`config.mk`:
```
export PLATFORM = sky130hd
export DESIGN_NAME = deadlock_avoiding_resource_allocator_core
export DESIGN_NICKNAME = d
export VERILOG_FILES = /design/src/hdl/dara_pkg.sv /design/src/hdl/dara_lane.sv /design/src/hdl/dara_merge.sv /design/src/hdl/deadlock_avoiding_resource_allocator_core.sv
export SDC_FILE = /design/constraint.sdc
export NUM_CORES = 2
export LEC_CHECK = 0
export BUFFER_PORTS_ARGS = -buffer_cell sky130_fd_sc_hd__buf_2
export CAP_MARGIN = 20
export CORE_MARGIN = 4
export CORE_UTILIZATION = 50
export CTS_CLUSTER_DIAMETER = 150
export DETAILED_ROUTE_END_ITERATION = 7
export GPL_TIMING_DRIVEN = 0
export PLACE_DENSITY = 0.68
export SLEW_MARGIN = 0
export SYNTH_ARGS = -nofsm -noshare
export SYNTH_HDL_FRONTEND = slang
export SYNTH_SLANG_ARGS = --single-unit
```
`constraint.sdc`:
```
create_clock -name clk -period 9.6 [get_ports clk]
set_input_delay 0.96 -clock clk [delete_from_list [all_inputs] [get_ports clk]]
set_output_delay 0.96 -clock clk [all_outputs]
set_load 0.1 [all_outputs]
```
`src/hdl/dara_pkg.sv`:
```
// Shared codes, state encoding and flag structures for the resource allocator.
package dara_pkg;

    localparam logic [2:0] OP_LOAD_MAX   = 3'd0;
    localparam logic [2:0] OP_LOAD_HELD  = 3'd1;
    localparam logic [2:0] OP_LOAD_TOTAL = 3'd2;
    localparam logic [2:0] OP_REQUEST    = 3'd3;
    localparam logic [2:0] OP_RELEASE    = 3'd4;

    localparam logic [2:0] STATUS_OK        = 3'd0;
    localparam logic [2:0] STATUS_DENIED    = 3'd1;
    localparam logic [2:0] STATUS_OVER_NEED = 3'd2;
    localparam logic [2:0] STATUS_OVER_HELD = 3'd3;
    localparam logic [2:0] STATUS_BAD_LOAD  = 3'd4;

    typedef enum logic [2:0] {
        ST_IDLE,
        ST_CHECK,
        ST_SUM,
        ST_SUM_CMP,
        ST_SAFE_INIT,
        ST_SAFE,
        ST_REVERT,
        ST_DONE
    } state_t;

    typedef struct packed {
        logic lt_held;
        logic gt_held;
        logic gt_max;
        logic gt_need;
        logic gt_free;
        logic fits_work;
        logic sum_over;
    } lane_flags_t;

    typedef struct packed {
        logic any_lt_held;
        logic any_gt_held;
        logic any_gt_max;
        logic any_gt_need;
        logic any_gt_free;
        logic all_fit;
        logic any_sum_over;
    } merged_t;

endpackage

```
`src/hdl/dara_lane.sv`:
```
// One resource lane: compares and updates for a single resource of the addressed row.
module dara_lane #(
    parameter int AMOUNT_BITS = 8,
    parameter int SUM_W = 12
) (
    input  logic [AMOUNT_BITS-1:0] amt,
    input  logic [AMOUNT_BITS-1:0] max_v,
    input  logic [AMOUNT_BITS-1:0] held_v,
    input  logic [AMOUNT_BITS-1:0] free_v,
    input  logic [AMOUNT_BITS:0]   work_v,
    input  logic [SUM_W-1:0]       sum_v,
    output dara_pkg::lane_flags_t  flags,
    output logic [AMOUNT_BITS:0]   work_add,
    output logic [AMOUNT_BITS-1:0] held_inc,
    output logic [AMOUNT_BITS-1:0] held_dec,
    output logic [AMOUNT_BITS-1:0] free_dec,
    output logic [AMOUNT_BITS-1:0] free_inc,
    output logic [AMOUNT_BITS-1:0] free_load,
    output logic [SUM_W-1:0]       sum_add
);
    import dara_pkg::*;

    logic [AMOUNT_BITS-1:0] need;
    logic [AMOUNT_BITS+1:0] work_sum;
    logic [AMOUNT_BITS:0]   free_sum;
    logic [SUM_W-1:0]       amt_ext;
    logic [SUM_W-1:0]       load_diff;

    assign need      = (max_v > held_v) ? (max_v - held_v) : '0;
    assign amt_ext   = SUM_W'(amt);
    assign work_sum  = {1'b0, work_v} + (AMOUNT_BITS+2)'(held_v);
    assign work_add  = work_sum[AMOUNT_BITS+1] ? '1 : work_sum[AMOUNT_BITS:0];
    assign free_sum  = {1'b0, free_v} + {1'b0, amt};
    assign free_inc  = free_sum[AMOUNT_BITS] ? '1 : free_sum[AMOUNT_BITS-1:0];
    assign held_inc  = held_v + amt;
    assign held_dec  = held_v - amt;
    assign free_dec  = free_v - amt;
    assign load_diff = amt_ext - sum_v;
    assign free_load = load_diff[AMOUNT_BITS-1:0];
    assign sum_add   = sum_v + SUM_W'(held_v);

    always_comb
    begin
        flags.lt_held   = amt < held_v;
        flags.gt_held   = amt > held_v;
        flags.gt_max    = amt > max_v;
        flags.gt_need   = amt > need;
        flags.gt_free   = amt > free_v;
        flags.fits_work = {1'b0, need} <= work_v;
        flags.sum_over  = sum_v > amt_ext;
    end

endmodule

```
`src/hdl/dara_merge.sv`:
```
// Merging stage that combines the per-resource lane flags into row-wide verdicts.
module dara_merge #(
    parameter int NUM_RES = 4
) (
    input  dara_pkg::lane_flags_t flags [NUM_RES],
    output dara_pkg::merged_t     merged
);
    import dara_pkg::*;

    always_comb
    begin
        merged = '0;
        merged.all_fit = 1'b1;
        for (int r = 0; r < NUM_RES; r++)
        begin
            merged.any_lt_held  = merged.any_lt_held  | flags[r].lt_held;
            merged.any_gt_held  = merged.any_gt_held  | flags[r].gt_held;
            merged.any_gt_max   = merged.any_gt_max   | flags[r].gt_max;
            merged.any_gt_need  = merged.any_gt_need  | flags[r].gt_need;
            merged.any_gt_free  = merged.any_gt_free  | flags[r].gt_free;
            merged.all_fit      = merged.all_fit      & flags[r].fits_work;
            merged.any_sum_over = merged.any_sum_over | flags[r].sum_over;
        end
    end

endmodule

```
`src/hdl/deadlock_avoiding_resource_allocator_core.sv`:
```
// Top level of the banker's algorithm resource allocator with per-resource lanes.
//
//  Channel   Handshake              Payload
//  request   req_valid/req_ready    operation, process, amount_0..amount_3
//  result    rsp_valid/rsp_ready    status
//
// A request is taken only in the idle state, and the block works on one request at a time.
// Row loads and releases pass through the check and done states; a request adds a safety check.
// The safety check has a set-up state and then tests one process row per cycle; a request
// that fails it is undone in a revert state before its result is given.
// A totals load first sums the held units over all process rows and then compares the sums.
// Reset clears all tables; a finished result waits in an output register while new requests
// are taken.
module deadlock_avoiding_resource_allocator_core #(
    parameter int NUM_PROCS = 8,
    parameter int NUM_RES = 4,
    parameter int AMOUNT_BITS = 8
) (
    input  logic       clk,
    input  logic       rst_n,
    input  logic       req_valid,
    output logic       req_ready,
    input  logic [2:0] operation,
    input  logic [2:0] process,
    input  logic [7:0] amount_0,
    input  logic [7:0] amount_1,
    input  logic [7:0] amount_2,
    input  logic [7:0] amount_3,
    output logic       rsp_valid,
    input  logic       rsp_ready,
    output logic [2:0] status
);
    import dara_pkg::*;

    localparam int PW = (NUM_PROCS > 1) ? $clog2(NUM_PROCS) : 1;
    localparam int LW = $clog2(NUM_PROCS + 1);
    localparam int SUM_W = AMOUNT_BITS + $clog2(NUM_PROCS + 1);
    localparam int A = AMOUNT_BITS;

    state_t state_reg, state_next;

    logic [A-1:0]     max_rows_reg  [NUM_PROCS][NUM_RES];
    logic [A-1:0]     held_rows_reg [NUM_PROCS][NUM_RES];
    logic [A-1:0]     free_reg      [NUM_RES];
    logic [A-1:0]     free_next     [NUM_RES];
    logic [A:0]       work_reg      [NUM_RES];
    logic [A:0]       work_next     [NUM_RES];
    logic [SUM_W-1:0] sum_reg       [NUM_RES];
    logic [SUM_W-1:0] sum_next      [NUM_RES];
    logic [A-1:0]     amt_reg       [NUM_RES];
    logic [A-1:0]     amt_next      [NUM_RES];
    logic [A-1:0]     held_row_next [NUM_RES];
    logic [A-1:0]     amt_in        [4];

    logic [NUM_PROCS-1:0] fin_reg, fin_next;
    logic [2:0]  op_reg, op_next;
    logic [PW-1:0] proc_reg, proc_next;
    logic [PW-1:0] scan_reg, scan_next;
    logic [PW-1:0] rd_idx;
    logic [LW-1:0] left_reg, left_next;
    logic [2:0]  pend_reg, pend_next;
    logic        out_valid_reg, out_valid_next;
    logic [2:0]  out_status_reg, out_status_next;
    logic        max_we, held_we;
    logic        accept, bad_req, row_hit, scan_last;

    lane_flags_t      flags [NUM_RES];
    merged_t          merged;
    logic [A:0]       work_add  [NUM_RES];
    logic [A-1:0]     held_inc  [NUM_RES];
    logic [A-1:0]     held_dec  [NUM_RES];
    logic [A-1:0]     free_dec  [NUM_RES];
    logic [A-1:0]     free_inc  [NUM_RES];
    logic [A-1:0]     free_load [NUM_RES];
    logic [SUM_W-1:0] sum_add   [NUM_RES];

    assign amt_in[0] = A'(amount_0);
    assign amt_in[1] = A'(amount_1);
    assign amt_in[2] = A'(amount_2);
    assign amt_in[3] = A'(amount_3);

    assign req_ready = (state_reg == ST_IDLE);
    assign accept    = req_valid && req_ready;
    assign bad_req   = (operation > OP_RELEASE) || (32'(process) >= NUM_PROCS);
    assign rsp_valid = out_valid_reg;
    assign status    = out_status_reg;
    assign scan_last = (scan_reg == PW'(NUM_PROCS - 1));
    assign row_hit   = !fin_reg[scan_reg] && merged.all_fit;

    assign rd_idx = ((state_reg == ST_SUM) || (state_reg == ST_SAFE)) ? scan_reg : proc_reg;

    for (genvar r = 0; r < NUM_RES; r++)
    begin : g_lane
        dara_lane #(
            .AMOUNT_BITS (A),
            .SUM_W       (SUM_W)
        ) u_lane (
            .amt       (amt_reg[r]),
            .max_v     (max_rows_reg[rd_idx][r]),
            .held_v    (held_rows_reg[rd_idx][r]),
            .free_v    (free_reg[r]),
            .work_v    (work_reg[r]),
            .sum_v     (sum_reg[r]),
            .flags     (flags[r]),
            .work_add  (work_add[r]),
            .held_inc  (held_inc[r]),
            .held_dec  (held_dec[r]),
            .free_dec  (free_dec[r]),
            .free_inc  (free_inc[r]),
            .free_load (free_load[r]),
            .sum_add   (sum_add[r])
        );
    end

    dara_merge #(
        .NUM_RES (NUM_RES)
    ) u_merge (
        .flags  (flags),
        .merged (merged)
    );

    always_comb
    begin
        state_next = state_reg;
        case (state_reg)
            ST_IDLE:
            begin
                if (accept)
                begin
                    if (bad_req)
                        state_next = ST_DONE;
                    else if (operation == OP_LOAD_TOTAL)
                        state_next = ST_SUM;
                    else
                        state_next = ST_CHECK;
                end
            end
            ST_CHECK:
            begin
                if (op_reg == OP_REQUEST && !merged.any_gt_need && !merged.any_gt_free)
                    state_next = ST_SAFE_INIT;
                else
                    state_next = ST_DONE;
            end
            ST_SUM:
            begin
                if (scan_last)
                    state_next = ST_SUM_CMP;
            end
            ST_SUM_CMP:
            begin
                state_next = merged.any_sum_over ? ST_DONE : ST_SAFE_INIT;
            end
            ST_SAFE_INIT:
            begin
                state_next = ST_SAFE;
            end
            ST_SAFE:
            begin
                if (row_hit)
                begin
                    if (left_reg == LW'(1))
                        state_next = ST_DONE;
                end
                else if (scan_last)
                begin
                    state_next = (op_reg == OP_REQUEST) ? ST_REVERT : ST_DONE;
                end
            end
            ST_REVERT:
            begin
                state_next = ST_DONE;
            end
            ST_DONE:
            begin
                if (!out_valid_reg || rsp_ready)
                    state_next = ST_IDLE;
            end
            default:
            begin
                state_next = ST_IDLE;
            end
        endcase
    end

    always_comb
    begin
        op_next         = op_reg;
        proc_next       = proc_reg;
        scan_next       = scan_reg;
        left_next       = left_reg;
        fin_next        = fin_reg;
        pend_next       = pend_reg;
        out_valid_next  = out_valid_reg;
        out_status_next = out_status_reg;
        max_we          = 1'b0;
        held_we         = 1'b0;
        for (int r = 0; r < NUM_RES; r++)
        begin
            amt_next[r]      = amt_reg[r];
            free_next[r]     = free_reg[r];
            work_next[r]     = work_reg[r];
            sum_next[r]      = sum_reg[r];
            held_row_next[r] = held_inc[r];
        end

        if (out_valid_reg && rsp_ready)
            out_valid_next = 1'b0;

        case (state_reg)
            ST_IDLE:
            begin
                if (accept)
                begin
                    op_next   = operation;
                    proc_next = PW'(process);
                    scan_next = '0;
                    pend_next = STATUS_DENIED;
                    for (int r = 0; r < NUM_RES; r++)
                    begin
                        amt_next[r] = amt_in[r];
                        sum_next[r] = '0;
                    end
                end
            end
            ST_CHECK:
            begin
                case (op_reg)
                    OP_LOAD_MAX:
                    begin
                        if (merged.any_lt_held)
                            pend_next = STATUS_BAD_LOAD;
                        else
                        begin
                            pend_next = STATUS_OK;
                            max_we    = 1'b1;
                        end
                    end
                    OP_LOAD_HELD:
                    begin
                        if (merged.any_gt_max)
                            pend_next = STATUS_BAD_LOAD;
                        else
                        begin
                            pend_next = STATUS_OK;
                            held_we   = 1'b1;
                            for (int r = 0; r < NUM_RES; r++)
                                held_row_next[r] = amt_reg[r];
                        end
                    end
                    OP_REQUEST:
                    begin
                        if (merged.any_gt_need)
                            pend_next = STATUS_OVER_NEED;
                        else if (merged.any_gt_free)
                            pend_next = STATUS_DENIED;
                        else
                        begin
                            held_we = 1'b1;
                            for (int r = 0; r < NUM_RES; r++)
                            begin
                                held_row_next[r] = held_inc[r];
                                free_next[r]     = free_dec[r];
                            end
                        end
                    end
                    OP_RELEASE:
                    begin
                        if (merged.any_gt_held)
                            pend_next = STATUS_OVER_HELD;
                        else
                        begin
                            pend_next = STATUS_OK;
                            held_we   = 1'b1;
                            for (int r = 0; r < NUM_RES; r++)
                            begin
                                held_row_next[r] = held_dec[r];
                                free_next[r]     = free_inc[r];
                            end
                        end
                    end
                    default:
                    begin
                        pend_next = STATUS_DENIED;
                    end
                endcase
            end
            ST_SUM:
            begin
                for (int r = 0; r < NUM_RES; r++)
                    sum_next[r] = sum_add[r];
                if (!scan_last)
                    scan_next = scan_reg + PW'(1);
            end
            ST_SUM_CMP:
            begin
                if (merged.any_sum_over)
                    pend_next = STATUS_BAD_LOAD;
                else
                begin
                    for (int r = 0; r < NUM_RES; r++)
                        free_next[r] = free_load[r];
                end
            end
            ST_SAFE_INIT:
            begin
                scan_next = '0;
                left_next = LW'(NUM_PROCS);
                fin_next  = '0;
                for (int r = 0; r < NUM_RES; r++)
                    work_next[r] = {1'b0, free_reg[r]};
            end
            ST_SAFE:
            begin
                if (row_hit)
                begin
                    fin_next[scan_reg] = 1'b1;
                    left_next = left_reg - LW'(1);
                    scan_next = '0;
                    for (int r = 0; r < NUM_RES; r++)
                        work_next[r] = work_add[r];
                    if (left_reg == LW'(1))
                        pend_next = STATUS_OK;
                end
                else if (scan_last)
                    pend_next = STATUS_DENIED;
                else
                    scan_next = scan_reg + PW'(1);
            end
            ST_REVERT:
            begin
                pend_next = STATUS_DENIED;
                held_we   = 1'b1;
                for (int r = 0; r < NUM_RES; r++)
                begin
                    held_row_next[r] = held_dec[r];
                    free_next[r]     = free_inc[r];
                end
            end
            ST_DONE:
            begin
                if (!out_valid_reg || rsp_ready)
                begin
                    out_valid_next  = 1'b1;
                    out_status_next = pend_reg;
                end
            end
            default:
            begin
                pend_next = STATUS_DENIED;
            end
        endcase
    end

    always_ff @(posedge clk or negedge rst_n)
    begin
        if (!rst_n)
        begin
            state_reg     <= ST_IDLE;
            out_valid_reg <= 1'b0;
            for (int p = 0; p < NUM_PROCS; p++)
            begin
                for (int r = 0; r < NUM_RES; r++)
                begin
                    max_rows_reg[p][r]  <= '0;
                    held_rows_reg[p][r] <= '0;
                end
            end
            for (int r = 0; r < NUM_RES; r++)
                free_reg[r] <= '0;
        end
        else
        begin
            state_reg     <= state_next;
            out_valid_reg <= out_valid_next;
            for (int r = 0; r < NUM_RES; r++)
            begin
                free_reg[r] <= free_next[r];
                if (max_we)
                    max_rows_reg[proc_reg][r] <= amt_reg[r];
                if (held_we)
                    held_rows_reg[proc_reg][r] <= held_row_next[r];
            end
        end
    end

    always_ff @(posedge clk)
    begin
        op_reg         <= op_next;
        proc_reg       <= proc_next;
        scan_reg       <= scan_next;
        left_reg       <= left_next;
        fin_reg        <= fin_next;
        pend_reg       <= pend_next;
        out_status_reg <= out_status_next;
        for (int r = 0; r < NUM_RES; r++)
        begin
            amt_reg[r]  <= amt_next[r];
            work_reg[r] <= work_next[r];
            sum_reg[r]  <= sum_next[r];
        end
    end

endmodule

```
* After elaboration in Yosys (flattened, before gate mapping) *
Memory sizes are Yosys's and may differ from the RTL's.
Index checks and enable logic that the tools add are counted.

storage, ports and cells
  flip-flop bits (word level) = 575
  bits in writable memories = 116
  input bits = 42
  output and inout port bits = 5
  logic and storage cells = 335
  memories = 3

memory list
  memory    words  bits a word  rd ports  clocked after memory_dff  write ports  line                                             text
  sum_reg   4      12           4         0                         4            deadlock_avoiding_resource_allocator_core.sv:48  logic [SUM_W-1:0] sum_reg [NUM_RES];
  work_reg  4      9            4         0                         4            deadlock_avoiding_resource_allocator_core.sv:46  logic [A:0] work_reg [NUM_RES];
  amt_reg   4      8            4         0                         4            deadlock_avoiding_resource_allocator_core.sv:50  logic [A-1:0] amt_reg [NUM_RES];

cells by class
  add/subtract/negate cells = 34
  $lt $le $gt $ge = 38
  eq/ne operators = 26
  multiplexer cells = 107
  bitwise gates (word level) = 24
  reduce and logical (&&, ||, !) cells = 26

operators with widths
  cell              count
  $bwmux W256       8
  $mux W256         8
  $mux W32          13
  $demux W32 S3     4
  $bmux W32 S3      2
  $pmux W32 S2      3
  $gt A8 B8 Y1      20
  $sub A8 B8 Y8     16
  $pmux W32 S3      1
  $pmux W48 S2      1
  $mux W8           10
  $pmux W36 S2      1
  $mux W3           20
  $add A12 B8 Y12   4
  $gt A12 B8 Y1     4
  $mux W48          1
  $add A9 B8 Y10    4
  $add A8 B8 Y9     4
  $le A8 B9 Y1      4
  $mux W36          1
  $mux W9           4
  $add A8 B8 Y8     4
  $lt A8 B8 Y1      4
  $mux W24          1
  other kinds (44)  113

* Logic depth before layout (Yosys ltp) *
  depth after elaboration = 23
  depth in mapped cells = 36
  gate-level depth less buffers = 31

* Hierarchy *
From an unflattened synthesis, not the netlist that was laid out.

unflattened totals
  cells, all modules = 4699
  area, all modules = 46970.0 um^2

by module, submodules not included
  module                                     times used  cells each  area each (um^2)  seq. area each (um^2)
  deadlock_avoiding_resource_allocator_core  1           2644        31796.7           18007.3
  dara_lane                                  4           512         3779.9            0.0
  dara_merge                                 1           7           53.8              0.0

* Least setup slack after synthesis *
Ideal clock, no wire load.

  kind = register to register
  start = reg state_reg[0]
  end = reg fin_reg[0] (enable)
  library setup time = 0.470 ns
  arrival = 8.570 ns
  required time = 9.130 ns
  setup slack = 0.560 ns
  cell stages (with the launch flop) = 33
  path buffers = 6
  period minus slack after synthesis = 9.040 ns
  cells stage by stage = dfrtp_1 clkbuf_1 inv_1 clkbuf_1 o21ai_0 a221o_1 clkbuf_1 clkbuf_1 buf_1 mux2i_1 o21ai_0 mux2i_1 inv_1 ha_1 fa_1 nor2b_1 o21ai_0 a21boi_0 o21ai_0 nand2b_1 a21o_1 a21o_1 o21a_1 clkbuf_1 and2_1 ha_1 a21o_1 a21o_1 a211oi_1 o21ai_0 a211oi_1 o31ai_1 a21oi_1

on the way
  cells in the longest elaborated chain, start to end = 16
  elaborated cells between the ends (all ways) = 35
  classes of those cells = 4 x add/sub; 8 x order compare; 4 x eq/ne; 11 x mux; 4 x bitwise; 4 x reduce/logical

RTL lines
  element                                        line                                                                                               text
  start: declaration                             deadlock_avoiding_resource_allocator_core.sv:40                                                    state_t state_reg, state_next;
  start signal: assignment                       deadlock_avoiding_resource_allocator_core.sv:374                                                   state_reg <= state_next;
  $eq A3 B2 Y1 or $eq A3 B3 Y1 (tied branches)   deadlock_avoiding_resource_allocator_core.sv:90, deadlock_avoiding_resource_allocator_core.sv:210
  $logic_or A1 B1 Y1                             deadlock_avoiding_resource_allocator_core.sv:90                                                    assign rd_idx = ((state_reg == ST_SUM) || (state_reg == ST_SAFE)) ? scan_reg : proc_reg;
  $mux W3                                        deadlock_avoiding_resource_allocator_core.sv:90
  $not A3 Y4 (not written as such)               deadlock_avoiding_resource_allocator_core.sv:99, deadlock_avoiding_resource_allocator_core.sv:100
  $bmux W32 S3 (on tied branches)                deadlock_avoiding_resource_allocator_core.sv:99, deadlock_avoiding_resource_allocator_core.sv:100
  $mux W32 (on tied branches) (2 in series)      deadlock_avoiding_resource_allocator_core.sv:99, deadlock_avoiding_resource_allocator_core.sv:100
  $sub A8 B8 Y8 or $gt A8 B8 Y1 (tied branches)  dara_lane.sv:29                                                                                    assign need = (max_v > held_v) ? (max_v - held_v) : '0;
  $mux W8                                        dara_lane.sv:29
  $le A8 B9 Y1                                   dara_lane.sv:49                                                                                    flags.fits_work = {1'b0, need} <= work_v;
  $and A1 B1 Y1 (3 in series)                    dara_merge.sv:21                                                                                   merged.all_fit = merged.all_fit & flags[r].fits_work;
  $logic_and A1 B1 Y1                            deadlock_avoiding_resource_allocator_core.sv:88                                                    assign row_hit = !fin_reg[scan_reg] && merged.all_fit;
  $ne A2 B2 Y1 (no source line)                  -
  $reduce_and A2 Y1 (no source line) *           -
  end signal: assignment                         deadlock_avoiding_resource_allocator_core.sv:393                                                   fin_reg <= fin_next;
  end: declaration                               deadlock_avoiding_resource_allocator_core.sv:55                                                    logic [NUM_PROCS-1:0] fin_reg, fin_next;

Mark *: on every way between the ends. The rest lies on a longest branch, timed or not. The select of a mux whose other input is x is not followed.
A chain may end at the register's enable or synchronous reset.

* Final worst setup path *
  start = reg state_reg[0]
  end = reg held_rows_reg[86] (netlist name)

on the way
  cells in the longest elaborated chain, start to end = 23
  elaborated cells between the ends (all ways) = 71
  classes of those cells = 12 x add/sub; 16 x order compare; 4 x eq/ne; 28 x mux; 10 x bitwise; 1 x reduce/logical

RTL lines
  element                                        line                                                                                               text
  $eq A3 B2 Y1 or $eq A3 B3 Y1 (tied branches)   deadlock_avoiding_resource_allocator_core.sv:90
  $logic_or A1 B1 Y1                             deadlock_avoiding_resource_allocator_core.sv:90
  $mux W3                                        deadlock_avoiding_resource_allocator_core.sv:90
  $not A3 Y4 (not written as such)               deadlock_avoiding_resource_allocator_core.sv:99, deadlock_avoiding_resource_allocator_core.sv:100
  $bmux W32 S3 (on tied branches)                deadlock_avoiding_resource_allocator_core.sv:99, deadlock_avoiding_resource_allocator_core.sv:100
  $mux W32 (on tied branches) (2 in series)      deadlock_avoiding_resource_allocator_core.sv:99, deadlock_avoiding_resource_allocator_core.sv:100
  $sub A8 B8 Y8 or $gt A8 B8 Y1 (tied branches)  dara_lane.sv:29
  $mux W8                                        dara_lane.sv:29
  (+6 left out)                                  -
  $pmux W1 S2                                    deadlock_avoiding_resource_allocator_core.sv:210                                                   case (state_reg)
  $mux W256                                      deadlock_avoiding_resource_allocator_core.sv:381                                                   if (held_we)
  $bwmux W256                                    deadlock_avoiding_resource_allocator_core.sv:382                                                   held_rows_reg[proc_reg][r] <= held_row_next[r];
  $mux W256                                      deadlock_avoiding_resource_allocator_core.sv:381
  $bwmux W256                                    deadlock_avoiding_resource_allocator_core.sv:382
  $mux W256                                      deadlock_avoiding_resource_allocator_core.sv:381
  $bwmux W256                                    deadlock_avoiding_resource_allocator_core.sv:382
  $mux W256 *                                    deadlock_avoiding_resource_allocator_core.sv:381
  end signal: indexed assignment                 deadlock_avoiding_resource_allocator_core.sv:382
  end: declaration                               deadlock_avoiding_resource_allocator_core.sv:43                                                    logic [A-1:0] held_rows_reg [NUM_PROCS][NUM_RES];

Marks and branches as above.

==> metrics <==
max incr delay on CP=0.75 ns; CP Data Required Time=approximately 10 ns; gr usage total=29.8%; Post-layout nets=slightly below 5000; Final TNS setup=0 ns; initial core utilization=roughly 50%; antenna violation net count after detailed routing=0; cell area after synthesis=approximately 45000 µm²; drt drc=0; post-synthesis async set-or-reset flop share=around 79%; number of hold violations in the final report=0; number of slew-limit violations in the final report=0; drt total wl=approximately 140000 µm; antenna violations before repair=2; crit path capture type=flop; Post-Route Skew=around 0.031 ns; Setup crit start kind=flop; final-layout fill cell count=around 7700; number of flip-flops and latches in the synthesized netlist=approximately 690; maximum level of the CTS H-tree=3; DIE WIDTH=309 µm; Reg clk slew, reported paths=about 0.07 ns; sequential fraction of the synthesis area=between 30% and 40%; highest net fanout along the worst path=11; Max-Slew Margin vs Limit=18.6%; vias after detailed routing=~35000; share of post-route cells with drive strength above 1=approximately 20%; Final Cycle Share=about 97%; length of the first detailed-routing pass in iterations=6; clock buffer depth=3; cell count after placement=around 5500; global placement routability congestion=about 0.96; Core Area=90100 µm²; number of maximum-capacitance constraint violations=0; unique cell type count in the Yosys netlist=76; final critical path time including I/O delays and setup=just over 9 ns; Most common cell on crit path=sky130_fd_sc_hd__nand2_1; number of setup violations in the final report=0; via-per-instance ratio=roughly 6.1; cells after synthesis=about 4300; worst hold slack after final layout=0.176 ns; standard-cell rows=between 100 and 150; Hold Path Class=in2async; clock tree from TritonCTS=yes; Die ar.=around 96000 µm²; area growth from synthesis to layout=11.0%; die span in y=~310 µm; library cell contributing the largest single delay on the critical path=sky130_fd_sc_hd__clkbuf_1; type of the setup path with the least slack=reg2reg; routed length per instance=approximately 25 µm; number of violations reported at the end of detailed-routing iteration 0=3321; # IOs=47; largest net degree at the start of global routing=116; Synth Warn #=0; Inserted Clock Buffers=80; estimated wirelength of the detail-placed design=about 110000 µm; Mapped Avg Cell Area=around 11 µm²; Max Freq=0.108 GHz; global-route congestion overflow total=0; arrival time worst endpoint=slightly below 10 ns; setup slack of the critical path after layout=~0.32 ns; number of enable flip-flop cells after synthesis=roughly 140; Main synth FF type=sky130_fd_sc_hd__dfrtp_1; Final Instance Count excl. Fillers=5676; count of buffers from port buffering=46; DP Worst Slack=-1.42 ns; vias in the first global route=about 34000; result of the run=finished, final reports clean; Clock Root Buffer=sky130_fd_sc_hd__clkbuf_16; Clock Latency Late Sink=between 0.6 and 0.7 ns; wire length of the first global-routing pass=214000 µm; worst slew pin tran=between 1 and 1.5 ns; clock net sink count=about 690; net count of the mapped netlist=~4700
## synthesized netlist by cell type, drive strengths merged, types with 71 or more instances
cell,number,area [µm²]
o21ai,272,1370
inv,274,1030
mux2i,177,1770
ha,379,4740
edfxtp,143,4290
xnor2,108,946
mux2,665,7490
nor2,186,698
dfrtp,548,13700
a21o,71,533
a21oi,242,1210
nand2,304,1140
clkbuf,131,492
## through the flow
step                      instance area, µm²  util, %
final                                  50500     56.0
after global routing                   50400     56.0
after floorplan                        45400        -
after CTS                              50300     55.8
after detailed placement               47500     52.7
after global placement                 47100     52.3
## layout by cell type, fill, tap and decap left out, drive strengths merged, types with 71 or more instances in the layout
master	count
dfrtp	548
inv	278
mux2	665
clkbuf	257
nor2	186
a21o	71
o21ai	272
nand2	304
buf	114
mux2i	177
xnor2	108
a21oi	243
edfxtp	143
ha	379
## timing repair
item / 4_1_cts / 5_1_grt
setup endpoints to repair: 346 / 318
setup buffers: 4 / 4
pin swaps: 3 / 3
cloned: 1 / 0
resized for setup: 65 / 48
hold buffers: 0 / 0
## critical path: cells and delay by family, from the launching register on
kind            cells  cell delay [ns]
compound gates     12             2.95
buf+inv             7             2.75
simple gates        9             1.54
mux                 2             0.86
fa+ha+maj           2             0.67
flops               1             0.33
## final cells by class
| class | instances | area, µm² | area share [%] |
|---|---|---|---|
| Multi-Input combinational cell | 3123 | 25700 | 51.0 |
| Sequential cell | 691 | 18000 | 35.7 |
| Clock buffer | 118 | 2350 | 4.65 |
| Tap cell | 1176 | 1470 | 2.92 |
| Inverter | 276 | 1040 | 2.06 |
| Buffer | 185 | 928 | 1.84 |
| Timing Repair Buffer | 76 | 623 | 1.23 |
| Clock inverter | 29 | 305 | 0.605 |
| Antenna cell | 2 | 5.00 | 0.00992 |
## cells by family (layout without fill, tap and decap cells)
kind of cell	Yosys count	count (layout)	share of synthesized area, %
other	0	2	0
buffers and inverters	465	684	4.00
DFF	691	691	39.6
AOI/OAI and AO/OA	925	926	13.0
muxes	844	844	20.5
xor gates and xnor gates	153	153	2.95
and+or+nand+nor	789	789	8.13
adders and majority gates	411	411	11.8
## routing by layer
layer	up-vias	global-route usage [%]	routed length, µm
li1	15700	-	-
met1	17400	41.9	64100
met2	1279	46.7	64500
met3	282	5.15	10300
met4	2	10.3	5550
met5	-	0	12
## worst paths after layout
path,start,end,slack [ns],cells after the start
max in group asynchronous,rst_n,held_rows_reg[35],7.07,5
setup reg to reg,state_reg[0],held_rows_reg[86],0.32,32
setup / recovery,state_reg[0],held_rows_reg[86],0.32,32
hold / removal,rst_n,free_reg[29],0.18,1
min in group clk,amount_0[5],amt_reg[0][5],0.46,1
hold reg to reg,held_rows_reg[115],held_rows_reg[115],0.48,1
Power is not shown: default switching activity piles up to over one toggle a cycle in this logic, so the estimate is an artifact.
